===== src/hw/rtl/lrukv_pkg.sv =====
// Shared types and constants for the LRU key-value cache.
`default_nettype none

package lrukv_pkg;

  localparam int KEY_BITS   = 16;
  localparam int VALUE_BITS = 32;
  localparam int CAP_W      = 5;

  // Request type codes.
  localparam logic REQ_GET = 1'b0;
  localparam logic REQ_PUT = 1'b1;

  // One request beat.
  typedef struct packed {
    logic                  req_type;   // REQ_GET or REQ_PUT
    logic [KEY_BITS-1:0]   key;
    logic [VALUE_BITS-1:0] value;
  } req_t;

  // One result beat.
  typedef struct packed {
    logic                  hit;
    logic [VALUE_BITS-1:0] read_value;
    logic                  evicted;
    logic [KEY_BITS-1:0]   evicted_key;
  } rsp_t;

  typedef enum logic {
    ST_IDLE,
    ST_LOOK
  } state_t;

  // Update broadcast to the cells.
  typedef enum logic [1:0] {
    ACT_NONE,
    ACT_TOUCH,   // hit: promote matching cell
    ACT_EVICT,   // replace least recent cell
    ACT_FILL     // take the next free cell
  } act_t;

  typedef struct packed {
    act_t                  act;
    logic                  put;        // write value into the selected cell
    logic [KEY_BITS-1:0]   key;
    logic [VALUE_BITS-1:0] value;
  } cmd_t;

  // Lookup data rippled along the row of cells.
  typedef struct packed {
    logic                  hit;
    logic [VALUE_BITS-1:0] value;
    logic [KEY_BITS-1:0]   vkey;
  } chain_t;

endpackage

`default_nettype wire


===== src/hw/rtl/lrukv_cell.sv =====
// One cache entry: key, value, valid bit and recency rank.
`default_nettype none

module lrukv_cell #(
  parameter int IDX = 0,
  parameter int IW  = 4
) (
  input  wire logic                              clk,
  input  wire logic                              rst,
  input  wire logic [lrukv_pkg::KEY_BITS-1:0]    lkey,
  input  wire logic [IW-1:0]                     victim_rank,
  input  wire logic [IW-1:0]                     old_rank,
  input  wire logic [IW-1:0]                     slot,
  input  wire lrukv_pkg::cmd_t                   cmd,
  input  wire lrukv_pkg::chain_t                 chain_in,
  input  wire logic [IW-1:0]                     rank_in,
  output lrukv_pkg::chain_t                      chain_out,
  output logic [IW-1:0]                          rank_out
);

  logic [lrukv_pkg::KEY_BITS-1:0]   key;
  logic [lrukv_pkg::VALUE_BITS-1:0] value;
  logic                             valid;
  logic [IW-1:0]                    rank;

  logic match;
  logic victim;
  logic sel;
  logic bump;

  assign match  = valid && (key == lkey);
  assign victim = valid && (rank == victim_rank);

  always_comb begin
    case (cmd.act)
      lrukv_pkg::ACT_TOUCH: sel = match;
      lrukv_pkg::ACT_EVICT: sel = victim;
      lrukv_pkg::ACT_FILL:  sel = (slot == IW'(IDX));
      default:              sel = 1'b0;
    endcase
  end

  // fill ages every valid entry; touch/evict only those more recent than the target
  assign bump = valid && !sel &&
                ((cmd.act == lrukv_pkg::ACT_FILL) ||
                 (((cmd.act == lrukv_pkg::ACT_TOUCH) || (cmd.act == lrukv_pkg::ACT_EVICT)) &&
                  (rank < old_rank)));

  always_ff @(posedge clk) begin
    if (rst) begin
      valid <= 1'b0;
      rank  <= '0;
    end else if (sel) begin
      rank <= '0;
      if (cmd.act == lrukv_pkg::ACT_FILL) begin
        valid <= 1'b1;
      end
    end else if (bump) begin
      rank <= rank + 1'b1;
    end
  end

  always_ff @(posedge clk) begin
    if (sel && cmd.put) begin
      value <= cmd.value;
    end
    if (sel && ((cmd.act == lrukv_pkg::ACT_EVICT) || (cmd.act == lrukv_pkg::ACT_FILL))) begin
      key <= cmd.key;
    end
  end

  // keys are unique among valid entries, so at most one cell ORs in
  always_comb begin
    chain_out.hit   = chain_in.hit | match;
    chain_out.value = chain_in.value | (match ? value : '0);
    chain_out.vkey  = chain_in.vkey | (victim ? key : '0);
    rank_out        = rank_in | (match ? rank : '0);
  end

endmodule

`default_nettype wire


===== src/hw/rtl/lru_key_value_cache_top.sv =====
// Top level of the fully associative LRU key-value cache.
`default_nettype none

// Fully associative key-value cache with least-recently-used replacement.
//
// Request channel: a beat is taken when start is high and busy is low. req
// carries req_type (0 get, 1 put), key and value.
// Result channel: result_valid strobes for one cycle with result (hit,
// read_value, evicted, evicted_key). The receiver cannot stall; every result
// beat is final when shown.
// Config channel: cfg_valid/cfg_ready/cfg_data write the capacity register
// (0 acts as 1, above ENTRIES acts as ENTRIES). cfg_ready is always high.
//
// Timing: a taken request is registered in req_q and compared against every
// cell in the lookup state; the update is applied and the result registered
// as lookup ends; result_valid strobes in the cycle after. busy is high in
// lookup only, so no request is taken then. Lookup is one ripple through
// the row of cells for the match, then the rank update broadcast back to it.
//
// Reset clears valid bits, ranks and the used count; capacity resets to 16.
// Valid cells always occupy the lowest slots, so the next free slot is the
// used count and the least recent entry holds rank used-1.
module lru_key_value_cache_top #(
  parameter int ENTRIES = 16
) (
  input  wire logic                          clk,
  input  wire logic                          rst,
  input  wire logic                          start,
  output logic                               busy,
  input  wire lrukv_pkg::req_t               req,
  output logic                               result_valid,
  output lrukv_pkg::rsp_t                    result,
  input  wire logic                          cfg_valid,
  output logic                               cfg_ready,
  input  wire logic [lrukv_pkg::CAP_W-1:0]   cfg_data
);

  localparam int IW = (ENTRIES > 1) ? $clog2(ENTRIES) : 1;
  localparam int CW = $clog2(ENTRIES + 1);
  localparam int XW = (CW > lrukv_pkg::CAP_W) ? CW : lrukv_pkg::CAP_W;

  lrukv_pkg::state_t state, state_next;
  lrukv_pkg::req_t   req_q;
  lrukv_pkg::rsp_t   rsp_next;
  lrukv_pkg::cmd_t   cmd;

  logic [lrukv_pkg::CAP_W-1:0] capacity;
  logic [CW-1:0]               used, used_next;
  logic [XW-1:0]               eff_cap;
  logic                        full;
  logic [IW-1:0]               victim_rank;
  logic [IW-1:0]               old_rank;
  logic [IW-1:0]               fill_slot;

  lrukv_pkg::chain_t link [0:ENTRIES];
  logic [IW-1:0]     rank_link [0:ENTRIES];

  logic accept;

  assign accept    = start && !busy;
  assign cfg_ready = 1'b1;

  // Effective capacity, clamped to 1..ENTRIES.
  always_comb begin
    if (XW'(capacity) == '0) begin
      eff_cap = XW'(1);
    end else if (XW'(capacity) > XW'(ENTRIES)) begin
      eff_cap = XW'(ENTRIES);
    end else begin
      eff_cap = XW'(capacity);
    end
  end

  assign full        = XW'(used) >= eff_cap;
  assign victim_rank = IW'(used - 1'b1);
  assign fill_slot   = IW'(used);

  // Row of cells.
  assign link[0]      = '0;
  assign rank_link[0] = '0;

  for (genvar i = 0; i < ENTRIES; i++) begin : g_cell
    lrukv_cell #(
      .IDX (i),
      .IW  (IW)
    ) u_cell (
      .clk         (clk),
      .rst         (rst),
      .lkey        (req_q.key),
      .victim_rank (victim_rank),
      .old_rank    (old_rank),
      .slot        (fill_slot),
      .cmd         (cmd),
      .chain_in    (link[i]),
      .rank_in     (rank_link[i]),
      .chain_out   (link[i+1]),
      .rank_out    (rank_link[i+1])
    );
  end

  // Next state.
  always_comb begin
    case (state)
      lrukv_pkg::ST_IDLE: state_next = accept ? lrukv_pkg::ST_LOOK : lrukv_pkg::ST_IDLE;
      lrukv_pkg::ST_LOOK: state_next = lrukv_pkg::ST_IDLE;
      default:            state_next = lrukv_pkg::ST_IDLE;
    endcase
  end

  // Outputs: decide the update and build the result during lookup.
  always_comb begin
    busy      = 1'b0;
    cmd.act   = lrukv_pkg::ACT_NONE;
    cmd.put   = 1'b0;
    cmd.key   = req_q.key;
    cmd.value = req_q.value;
    old_rank  = rank_link[ENTRIES];
    used_next = used;
    rsp_next  = '0;
    case (state)
      lrukv_pkg::ST_LOOK: begin
        busy         = 1'b1;
        rsp_next.hit = link[ENTRIES].hit;
        if (link[ENTRIES].hit) begin
          cmd.act = lrukv_pkg::ACT_TOUCH;
          cmd.put = (req_q.req_type == lrukv_pkg::REQ_PUT);
          if (req_q.req_type == lrukv_pkg::REQ_GET) begin
            rsp_next.read_value = link[ENTRIES].value;
          end
        end else if (req_q.req_type == lrukv_pkg::REQ_PUT) begin
          cmd.put = 1'b1;
          if (full) begin
            cmd.act              = lrukv_pkg::ACT_EVICT;
            old_rank             = victim_rank;
            rsp_next.evicted     = 1'b1;
            rsp_next.evicted_key = link[ENTRIES].vkey;
          end else begin
            cmd.act   = lrukv_pkg::ACT_FILL;
            used_next = used + 1'b1;
          end
        end
      end
      default: begin
        busy = 1'b0;
      end
    endcase
  end

  always_ff @(posedge clk) begin
    if (rst) begin
      state        <= lrukv_pkg::ST_IDLE;
      used         <= '0;
      capacity     <= lrukv_pkg::CAP_W'(16);
      result_valid <= 1'b0;
    end else begin
      state        <= state_next;
      used         <= used_next;
      result_valid <= (state == lrukv_pkg::ST_LOOK);
      if (cfg_valid && cfg_ready) begin
        capacity <= cfg_data;
      end
    end
  end

  // Payload registers.
  always_ff @(posedge clk) begin
    if (accept) begin
      req_q <= req;
    end
    if (state == lrukv_pkg::ST_LOOK) begin
      result <= rsp_next;
    end
  end

  // Checks.
  a_busy_after_accept: assert property (@(posedge clk) disable iff (rst)
    accept |=> busy)
    else $error("request taken but lookup did not start");

  a_single_strobe: assert property (@(posedge clk) disable iff (rst)
    result_valid |=> !result_valid)
    else $error("result strobe longer than one cycle");

  a_no_hit_evict: assert property (@(posedge clk) disable iff (rst)
    result_valid |-> !(result.hit && result.evicted))
    else $error("hit and eviction on the same request");

  a_evict_keeps_count: assert property (@(posedge clk) disable iff (rst)
    (result_valid && result.evicted) |-> (used == $past(used)))
    else $error("eviction changed the used count");

  a_used_bound: assert property (@(posedge clk) disable iff (rst)
    XW'(used) <= XW'(ENTRIES))
    else $error("used count beyond entry count");

endmodule

`default_nettype wire


===== config.mk =====
export PLATFORM = sky130hd
export DESIGN_NAME = lru_key_value_cache_top
export DESIGN_NICKNAME = d
export VERILOG_FILES = /design/src/hw/rtl/lrukv_pkg.sv /design/src/hw/rtl/lrukv_cell.sv /design/src/hw/rtl/lru_key_value_cache_top.sv
export SDC_FILE = /design/constraint.sdc
export NUM_CORES = 1
export LEC_CHECK = 0
export BUFFER_PORTS_ARGS = -buffer_cell sky130_fd_sc_hd__buf_4
export CAP_MARGIN = 20
export CORE_MARGIN = 5
export CORE_UTILIZATION = 55
export CTS_CLUSTER_DIAMETER = 40
export CTS_CLUSTER_SIZE = 14
export DETAILED_ROUTE_END_ITERATION = 8
export PLACE_DENSITY = 0.8
export RECOVER_POWER = 100
export REMOVE_ABC_BUFFERS = 1
export SYNTH_ARGS = -nofsm -noshare
export SYNTH_HDL_FRONTEND = slang
export SYNTH_HIERARCHICAL = 1
export SYNTH_SLANG_ARGS = --single-unit

===== constraint.sdc =====
create_clock -name clk -period 10.9 [get_ports clk]
set_input_delay 1.09 -clock clk [delete_from_list [all_inputs] [get_ports clk]]
set_output_delay 1.09 -clock clk [all_outputs]
set_load 0.005 [all_outputs]

After elaboration in Yosys (flattened, before gate mapping) --
Cells that the tools add are included. W data, S select, Z words.
Storage, ports and cells: input bits 58, output and inout port bits 53, word-level logic and storage cells 489, flip-flop bits (word level) 959
Operators by class: reductions and logical operators 186, bitwise operators 64, equal/unequal tests 50, multiplexer cells 78, add/sub/neg operators 18, $lt $le $gt $ge 18
Operators with widths (count):
- $mux W32 | 16
- $or A32 B32 Y32 | 15
- $eq A16 B16 Y1 | 16
- $mux W16 | 16
- $or A16 B16 Y16 | 15
- $logic_and A1 B1 Y1 | 113
- $mux W4 | 20
- $add A4 B1 Y4 const B | 16
- $eq A4 B4 Y1 | 16
- $lt A4 B4 Y1 | 16
- $or A4 B4 Y4 | 15
- $pmux W1 S3 | 16
- $reduce_or A2 Y1 | 18
- $eq A4 B4 Y1 const B | 8
- $reduce_and A2 Y1 | 16
- $logic_or A1 B1 Y1 | 18
- $logic_not A1 Y1 | 17
- $mux W17 | 1
- $eq A4 B3 Y1 const B | 4
- $or A1 B1 Y1 | 15
- $mux W5 | 2
- $mux W3 | 3
- $eq A4 B2 Y1 const B | 2
- $add A5 B1 Y5 const B | 1
- other kinds (13) | 19

Longest topological paths before layout --
Gate-level depths: netlist of run 1.
depth in word-level cells 26, gate-level depth with buffers 33, mapped depth without buffers 32

Hierarchy --
Netlist of run 1, hierarchy kept.
Modules (own cells, without submodules):
- lrukv_cell at g_cell[10].u_cell ... | instances 4, area an instance 2522.4 um^2, cells each 184, seq. area each 1541.5 um^2
- lrukv_cell at g_cell[1].u_cell ... | instances 3, area an instance 2582.5 um^2, cells each 190, seq. area each 1541.5 um^2
- lrukv_cell at g_cell[3].u_cell ... | instances 3, area an instance 2580.0 um^2, cells each 190, seq. area each 1541.5 um^2
- lrukv_cell at g_cell[13].u_cell ... | instances 2, area an instance 2517.4 um^2, cells each 185, seq. area each 1541.5 um^2
- lru_key_value_cache_top | instances 1, area an instance 4090.2 um^2, cells each 246, seq. area each 3213.1 um^2
- lrukv_cell at g_cell[15].u_cell | instances 1, area an instance 2581.2 um^2, cells each 190, seq. area each 1541.5 um^2
- lrukv_cell at g_cell[0].u_cell | instances 1, area an instance 2571.2 um^2, cells each 189, seq. area each 1541.5 um^2
- lrukv_cell at g_cell[12].u_cell | instances 1, area an instance 2531.2 um^2, cells each 185, seq. area each 1541.5 um^2
- lrukv_cell at g_cell[11].u_cell | instances 1, area an instance 2509.9 um^2, cells each 184, seq. area each 1541.5 um^2

Worst setup path before layout of run 1 --
Ideal clock, no wire load.
path kind register to register, from register req_q, in the netlist cmd[33], to register g_cell[11].u_cell/value[0] (netlist name) (enable), stages on the path, launching flop included 29, buffers on the path 1, clock period less this slack 9.214 ns, arrival time 8.809 ns, path slack 1.686 ns, cell sequence edfxtp_1 xor2_1 nor4_1 nand3_1 nor4_2 buf_6 or2_2 or2_2 or2_2 or2_2 or2_2 or2_1 or2_1 or2_2 or2_2 or2_2 or2_1 or2_2 or2_2 or2_1 or2_1 or2_2 nand2_1 o21ai_0 ha_1 and4b_1 a22oi_1 a21oi_2 and2_1
RTL lines:
- from (decl) | RTL line lru_key_value_cache_top.sv:43 | lrukv_pkg::req_t req_q;
- from (signal assigned) | RTL line lru_key_value_cache_top.sv:168 | req_q <= req;
- to (signal assigned) | RTL line lrukv_cell.sv:65 | value <= cmd.value;
- to (decl) | RTL line lrukv_cell.sv:22 | logic [lrukv_pkg::VALUE_BITS-1:0] value;

==> results of run 1 <==
-- state kept, by name, indices dropped and copies added, names as in the netlist --
name                 cells
g_cell.u_cell/value    512
req_q                    1
g_cell.u_cell/valid     16
g_cell.u_cell/key      256
cmd                     48
g_cell.u_cell/rank      64
result_valid             1
capacity                 5
state                    1
result                  50
used                     5
-- synth_stat cells (17+ instances only) --
| cell type | count |
|---|---|
| dfxtp_1 | 92 |
| nand2b_1 | 24 |
| xor2_1 | 221 |
| edfxtp_1 | 867 |
| and2_1 | 73 |
| nor4_1 | 27 |
| nand3_1 | 44 |
| o211ai_1 | 33 |
| o21ai_1 | 20 |
| clkbuf_1 | 19 |
| nor2b_1 | 32 |
| a21o_1 | 784 |
| nand2_1 | 46 |
| inv_1 | 118 |
| buf_2 | 35 |
| nor2_1 | 17 |
| xnor2_1 | 151 |
| a21oi_1 | 58 |
| a21o_2 | 48 |
| nand4_1 | 35 |
| buf_8 | 24 |
| ha_1 | 135 |
| nor3_1 | 85 |
| o21ai_0 | 39 |
-- tightest hold or removal path, cell delays in order (launching register included) --
cell and delay, ns:
dfxtp_1 0.34, mux2i_1 0.07, nor2_1 0.08
-- final timing paths --
| check | end | slack [ns] | depth (start not counted) |
|---|---|---|---|
| worst min-delay path | capacity[0]$_SDFFE_PP0P_ | 0.52 | 2 |
| worst min register to register | capacity[0]$_SDFFE_PP0P_ | 0.52 | 2 |
| worst max register to register | g_cell[5].u_cell/value[22]$_DFFE_PP_ | 1.32 | 28 |
| worst max-delay path | g_cell[5].u_cell/value[22]$_DFFE_PP_ | 1.32 | 28 |
-- cell families after synthesis --
family / after synthesis
AO/OA/AOI/OAI: 1059
buffers and inverters: 227
flip-flops: 959
XOR/XNOR: 372
multiplexers: 11
AND/OR/NAND/NOR: 475
adder cells (fa/ha/maj): 135
other: 2
-- per-layer routing --
layer  part of all wire  vias up
met4              0.019        0
met3              0.077      158
met5                  0        -
met2               0.46     1107
met1               0.44    13700
li1                   -    12500
-- layout make-up --
class / instances / area (um2)
Tap cell: 1060 / 1330
Inverter: 118 / 443
Timing Repair Buffer: 172 / 1110
Clock inverter: 77 / 983
Fill cell: 5826 / 30300
Sequential cell: 959 / 27900
Multi-Input combinational cell: 2106 / 15900
Clock buffer: 123 / 2780
-- per-stage QoR --
step           hold slack, ns  area [um2]  power [mW]
2_1_floorplan           0.461       44200        4.40
3_3_place_gp            0.495       46900        4.54
3_5_place_dp            0.509       46900        4.55
4_1_cts                 0.523       50700        8.28
5_1_grt                 0.548       50400        8.49
6_report                0.521       50400        8.24
-- report_power, final --
| part | internal, mW | switching [mW] | total (mW) | leakage, nW |
|---|---|---|---|---|
| clock | 2.23 | 1.53 | 3.76 | 1.81 |
| sequential | 4.03 | 0.0479 | 4.08 | 8.57 |
| combinational | 0.172 | 0.226 | 0.398 | 10.9 |
| total | 6.43 | 1.80 | 8.24 | 21.3 |
==> metrics, run 1 <==
CORE AREA=80,700 um2; setup violators final=0; first-pass GRT wire length=160,000 um; CTS Buffer Depth=3; Netlist Area Pre-Place=44,900 um2; Synth top area share=0.580; PD cells=163 nW/um2; leading cell types in the layout, fill and taps excluded=edfxtp_1, a21o_1, xor2_1; area share of xor/xnor cells in the synthesized design=0.0726; clk sinks=959; CP max FO=39; total global routing overflow=0; M2 GR Usage=0.366; GRT Total Usage=0.231; Synth cell types=62; Max Clk Rate=104 MHz; vias=27,600; pin count of the biggest net entering global routing=73; Worst VDD drop=0.156 mV; Util after Layout=0.625; Compound-Gate Fraction of Synth Area=0.174; Synth Instances=roughly 3,200; GPL Wtd Cong=0.845; Mean Syn Cell Area=around 14 um2; Yosys warnings=6; Synth-to-Final Area Change=12.3%; area leader, netlist=edfxtp_1; Final #Nets=3,658; hpwl dp=65,800 um; multiplexer area fraction after synthesis=0.00270; drt pass-1 iters=5; commonest non-fill, non-tap cell in the layout=edfxtp_1; Top delay family on crit path=simple AND/OR/NAND/NOR gates; GRT Max-Usage Layer=met2; ant diodes=0; RR Startpoint=cmd[44]$_DFFE_PP_; cts bufs inserted=108; CTS tree=yes; Vias/cell=between 5 and 6; Final Hold Fails=0; Layout Skew=0.0373 ns; crit path DAT=9.87 ns; wire length after detailed routing=102,000 um; largest family of logic cells by synthesized area=compound AO/OA/AOI/OAI gates; Setup CP Type=reg2reg; Worst Setup Slack post-DPL=2.36 ns; post-CTS sizing=0; status=finished, violations left; DIE AREA=87,400 um2; Sum Neg Setup Slack=0 ns; post-synthesis async set-or-reset flop share=0; grt met1 use=0.343; Final Instance Count excl. Fillers=about 4,600; fin crit period=9.58 ns; Synth area leaders=edfxtp_1, a21o_1, xor2_1; residual DRC count=0; Slew Limit Fails=283; Required @ worst endpoint=11.19 ns; Cell Rows=104; hold path start=capacity[0]$_SDFFE_PP0P_; initial antenna violation count=0; HP Class=reg2reg; Root Buffer=clkbuf_16; Clk Latency, worst-skew pair=about 0.68 ns; hold bufs inserted after CTS=0; Worst Setup Start Kind=flip-flop; CP bufs+invs=3; Worst-Margin Slew=3.62 ns; start point of the critical path=cmd[44]$_DFFE_PP_; RSZ-0062 raised after global routing=no; part of the Yosys area used for sequential elements=0.621; Setup WS post-layout=1.32 ns; Yosys reg bits=approximately 960; adder-cell share of the synthesized area=0.0376; Iteration-0 DRC Markers=2,441; H-tree levels=3; Slew Limit Headroom=-1.42; post-CTS setup repair buffer count=0; Crit path largest cell delay=~1.3 ns; Die Wd=296 um; failing checks=capacitance limit, slew limit; max_cap viols=9; GR Layer Usage met3=0.0360; simple-gate share of the synthesized area=0.0630; die height=296 um; Initial Utilization=0.556; # port buffers=109; WL/cell=22.0 um; clock-pin slew on the worst setup and hold paths=0.06 ns; crit-path most repeated cell=or2_2; Ports=roughly 110; number of global-route vias before repair=27,800; ys flop type=edfxtp_1; layout cells sized above 1=0.113; period utilization=0.879; Critical Path End Type=flip-flop; Worst path slowest cell=clkbuf_1; post-route ant nets=0; EDFF count, synth=867; Pleak=approximately 21 nW; dpl cells=about 4,400
Power figures use the tool's default switching activity.
==> run 2, diff against run 1 <==
--- a/config.mk
+++ b/config.mk
@@ -5,6 +5,7 @@
 export SDC_FILE = /design/constraint.sdc
 export NUM_CORES = 1
 export LEC_CHECK = 0
+export ABC_AREA = 1
 export BUFFER_PORTS_ARGS = -buffer_cell sky130_fd_sc_hd__buf_4
 export CAP_MARGIN = 20
 export CORE_MARGIN = 5
@@ -12,7 +13,7 @@
 export CTS_CLUSTER_DIAMETER = 40
 export CTS_CLUSTER_SIZE = 14
 export DETAILED_ROUTE_END_ITERATION = 8
-export PLACE_DENSITY = 0.8
+export PLACE_DENSITY = 0.79
 export RECOVER_POWER = 100
 export REMOVE_ABC_BUFFERS = 1
 export SYNTH_ARGS = -nofsm -noshare
==> run 2 against run 1 <==
Compared with the run above: the flow still finishes with violations (capacitance limit, slew limit); fmax is 15% higher; synthesized cell count increased by 51%; register-to-register slack better by 1.3 ns; area after synthesis grew 13%; clock skew rose by 0.0043 ns; combinational power rose by 18%; critical path depth rose by 22; total power rose by 8.5%; final area is 14% higher; global-route usage rose by 1.9 points; first-iteration DRC count grew 19%; routed wire length grew 23%; critical endpoint is now g_cell[13].u_cell/key[9]$_DFFE_PP_.
==> metrics, run 2 <==
status=finished, violations left (unchanged); failing checks=capacitance limit, slew limit (unchanged); Post-Layout Inst Area=57,500 um2 (was 50,400 um2); cts bufs inserted=136 (was 108); EDFF count, synth=867 (unchanged); post-CTS setup repair buffer count=0 (unchanged); GRT Total Usage=0.250 (was 0.231); setup violators final=0 (unchanged); Synth area leaders=edfxtp_1, inv_1, o21bai_2 (was edfxtp_1, a21o_1, xor2_1); Die Wd=314 um (was 296 um); CTS tree=yes (unchanged); Util after Layout=0.627 (was 0.625); Reg area=27,900 um2 (unchanged); met2 WL=60,200 um (was 47,000 um); uppermost layer routed=met5 (was met4); part of the Yosys area used for sequential elements=0.549 (was 0.621); Final #Nets=5,373 (was 3,658); commonest non-fill, non-tap cell in the layout=inv_1 (was edfxtp_1); Slew Limit Fails=847 (was 283); Vias/cell=5.37 (was 5.97); RSZ-0062 raised after global routing=no (unchanged); Worst Setup Slack post-DPL=4.02 ns (was 2.36 ns); Setup CP Type=reg2reg (unchanged); Final Hold Fails=0 (unchanged); Max Clk Rate=120 MHz (was 104 MHz); ant diodes=0 (unchanged); Setup WS post-layout=2.59 ns (was 1.32 ns); Iteration-0 DRC Markers=2,904 (was 2,441); Yosys warnings=6 (unchanged); pin count of the biggest net entering global routing=55 (was 73); Sum Neg Setup Slack=0 ns (unchanged); first-pass GRT wire length=192,000 um (was 160,000 um); GPL Wtd Cong=0.892 (was 0.845); DIE AREA=98,600 um2 (was 87,400 um2); HP Class=reg2reg (unchanged); Synth top area share=0.512 (was 0.580); Worst path slowest cell=clkbuf_1 (unchanged); layout cells sized above 1=0.167 (was 0.113); period utilization=0.763 (was 0.879); area leader, netlist=edfxtp_1 (unchanged); Worst VDD drop=0.146 mV (was 0.156 mV); hpwl dp=78,400 um (was 65,800 um); post-CTS sizing=0 (unchanged); max_cap viols=20 (was 9); CTS Buffer Depth=3 (unchanged); Ports=111 (unchanged); WL/cell=19.3 um (was 22.0 um); Cell Rows=111 (was 104); residual DRC count=0 (unchanged); crit-path most repeated cell=nand2_1 (was or2_2); clk sinks=959 (unchanged); Top Registers=g_cell.u_cell/value (512), g_cell.u_cell/key (256), g_cell.u_cell/rank (64) (unchanged); Synth-to-Final Area Change=13.1% (was 12.3%); DRT met1 WL=48,200 um (was 44,900 um); Required @ worst endpoint=11.24 ns (was 11.19 ns); Critical Path End Type=flip-flop (unchanged); CORE AREA=91,700 um2 (was 80,700 um2); multi-input logic area=17,800 um2 (was 15,900 um2); Initial Utilization=0.554 (was 0.556); fin crit period=8.31 ns (was 9.58 ns); adder-cell share of the synthesized area=0.0332 (was 0.0376); area share of xor/xnor cells in the synthesized design=0.0167 (was 0.0726); Worst R2R Setup Slack=2.59 ns (was 1.32 ns); Crit path largest cell delay=1.40 ns (was 1.27 ns); Mean Syn Cell Area=10.4 um2 (was 13.9 um2); total global routing overflow=0 (unchanged); vias=34,800 (was 27,600); ys flop type=edfxtp_1 (unchanged); fillers=6,843 (was 5,826); largest family of logic cells by synthesized area=compound AO/OA/AOI/OAI gates (unchanged); Cell Area, Placed=53,200 um2 (was 46,900 um2); post-route ant nets=0 (unchanged); Root Buffer=clkbuf_16 (unchanged); Worst Setup Start Kind=flip-flop (unchanged); Compound-Gate Fraction of Synth Area=0.177 (was 0.174); multiplexer area fraction after synthesis=0 (was 0.00270); number of global-route vias before repair=35,000 (was 27,800); crit path DAT=8.65 ns (was 9.87 ns); most frequent cell after synthesis=inv_1 (was edfxtp_1); Yosys reg bits=959 (unchanged); H-tree levels=4 (was 3); # port buffers=109 (unchanged); Layout Skew=0.0416 ns (was 0.0373 ns); worst hold margin=0.488 ns (was 0.521 ns); CP max FO=48 (was 39); Reg with most FFs=g_cell.u_cell/value (unchanged); clock-pin slew on the worst setup and hold paths=0.05 ns (was 0.06 ns); die height=314 um (was 296 um); Pleak=24.7 nW (was 21.3 nW); drt pass-1 iters=6 (was 5); PD cells=155 nW/um2 (was 163 nW/um2); post-synthesis async set-or-reset flop share=0 (unchanged); Slew Limit Headroom=-1.44 (was -1.42); Worst-Margin Slew=3.66 ns (was 3.62 ns); wire length after detailed routing=125,000 um (was 102,000 um); Synth cell types=40 (was 62); Clk Latency, worst-skew pair=0.75 ns (was 0.68 ns); leading cell types in the layout, fill and taps excluded=inv_1, edfxtp_1, nand2_1 (was edfxtp_1, a21o_1, xor2_1); wire length on met3=10,200 um (was 7840 um); initial antenna violation count=1 (was 0); Synth Instances=4,895 (was 3,240); max reg flops=512 (unchanged); simple-gate share of the synthesized area=0.118 (was 0.0630); hold bufs inserted after CTS=0 (unchanged); Netlist Area Pre-Place=50,800 um2 (was 44,900 um2); Synth top cells by count=inv_1, edfxtp_1, nand2_1 (was edfxtp_1, a21o_1, xor2_1)
run 2: cell count changes after synthesis, moves of 48 or more:
| cell | change |
|---|---|
| inv_1 | +1083 |
| a21o_1 | -784 |
| nand2_1 | +691 |
| o21bai_1 | +428 |
| o21bai_2 | +395 |
| nor2_1 | +296 |
| xor2_1 | -218 |
| and2_1 | -73 |
| nor3_1 | -68 |
| xnor2_1 | -57 |
| a21oi_1 | +55 |
| a21o_2 | -48 |
run 2: kinds of logic after synthesis:
kind of cell	after synthesis
xor+xnor	97
fa+ha+maj	135
simple gates	1345
other cells	2
compound gates	1043
flops	959
buf+inv	1314
run 2: through the flow:
| stage | cells | power (mW) |
|---|---|---|
| 2_1_floorplan | 4861 | 4.45 |
| 3_3_place_gp | 6226 | 4.59 |
| 3_5_place_dp | 6226 | 4.61 |
| 4_1_cts | 6471 | 8.99 |
| 5_1_grt | 6473 | 9.21 |
| 6_report | 6473 | 8.93 |
run 2: layout make-up:
class,instances,area share
Tap cell,1186,0.0258
Multi-Input combinational cell,2674,0.309
Timing Repair Buffer,181,0.0202
Inverter,1228,0.0802
Clock buffer,154,0.0620
Clock inverter,91,0.0176
Sequential cell,959,0.485
run 2: per-layer routing:
| metal | global-route usage | vias to the layer above |
|---|---|---|
| li1 | - | 16400 |
| met4 | 0.121 | 2 |
| met2 | 0.421 | 1377 |
| met5 | 0 | - |
| met3 | 0.0553 | 364 |
| met1 | 0.307 | 16700 |
run 2: worst paths after layout:
path | startpoint | end | cells past startpoint
worst min register to register | g_cell[11].u_cell/rank[3]$_SDFFE_PP0P_ | g_cell[11].u_cell/rank[3]$_SDFFE_PP0P_ | 2
worst min-delay path | g_cell[11].u_cell/rank[3]$_SDFFE_PP0P_ | g_cell[11].u_cell/rank[3]$_SDFFE_PP0P_ | 2
worst max register to register | cmd[35]$_DFFE_PP_ | g_cell[13].u_cell/key[9]$_DFFE_PP_ | 50
worst max-delay path | cmd[35]$_DFFE_PP_ | g_cell[13].u_cell/key[9]$_DFFE_PP_ | 50
run 2: power by group:
part	switching [mW]	internal, mW	total [mW]
Combinational	0.258	0.213	0.471
Sequential	0.0361	4.04	4.07
Clock	1.71	2.68	4.39
run 2: worst max-delay path, delay by kind of cell (launching register included):
kind / cells / cell delay [ns]
AOI/OAI and AO/OA: 2 / 0.35
and+or+nand+nor: 27 / 3.17
adders and majority gates: 1 / 0.31
buffers and inverters: 20 / 3.69
DFF: 1 / 0.31
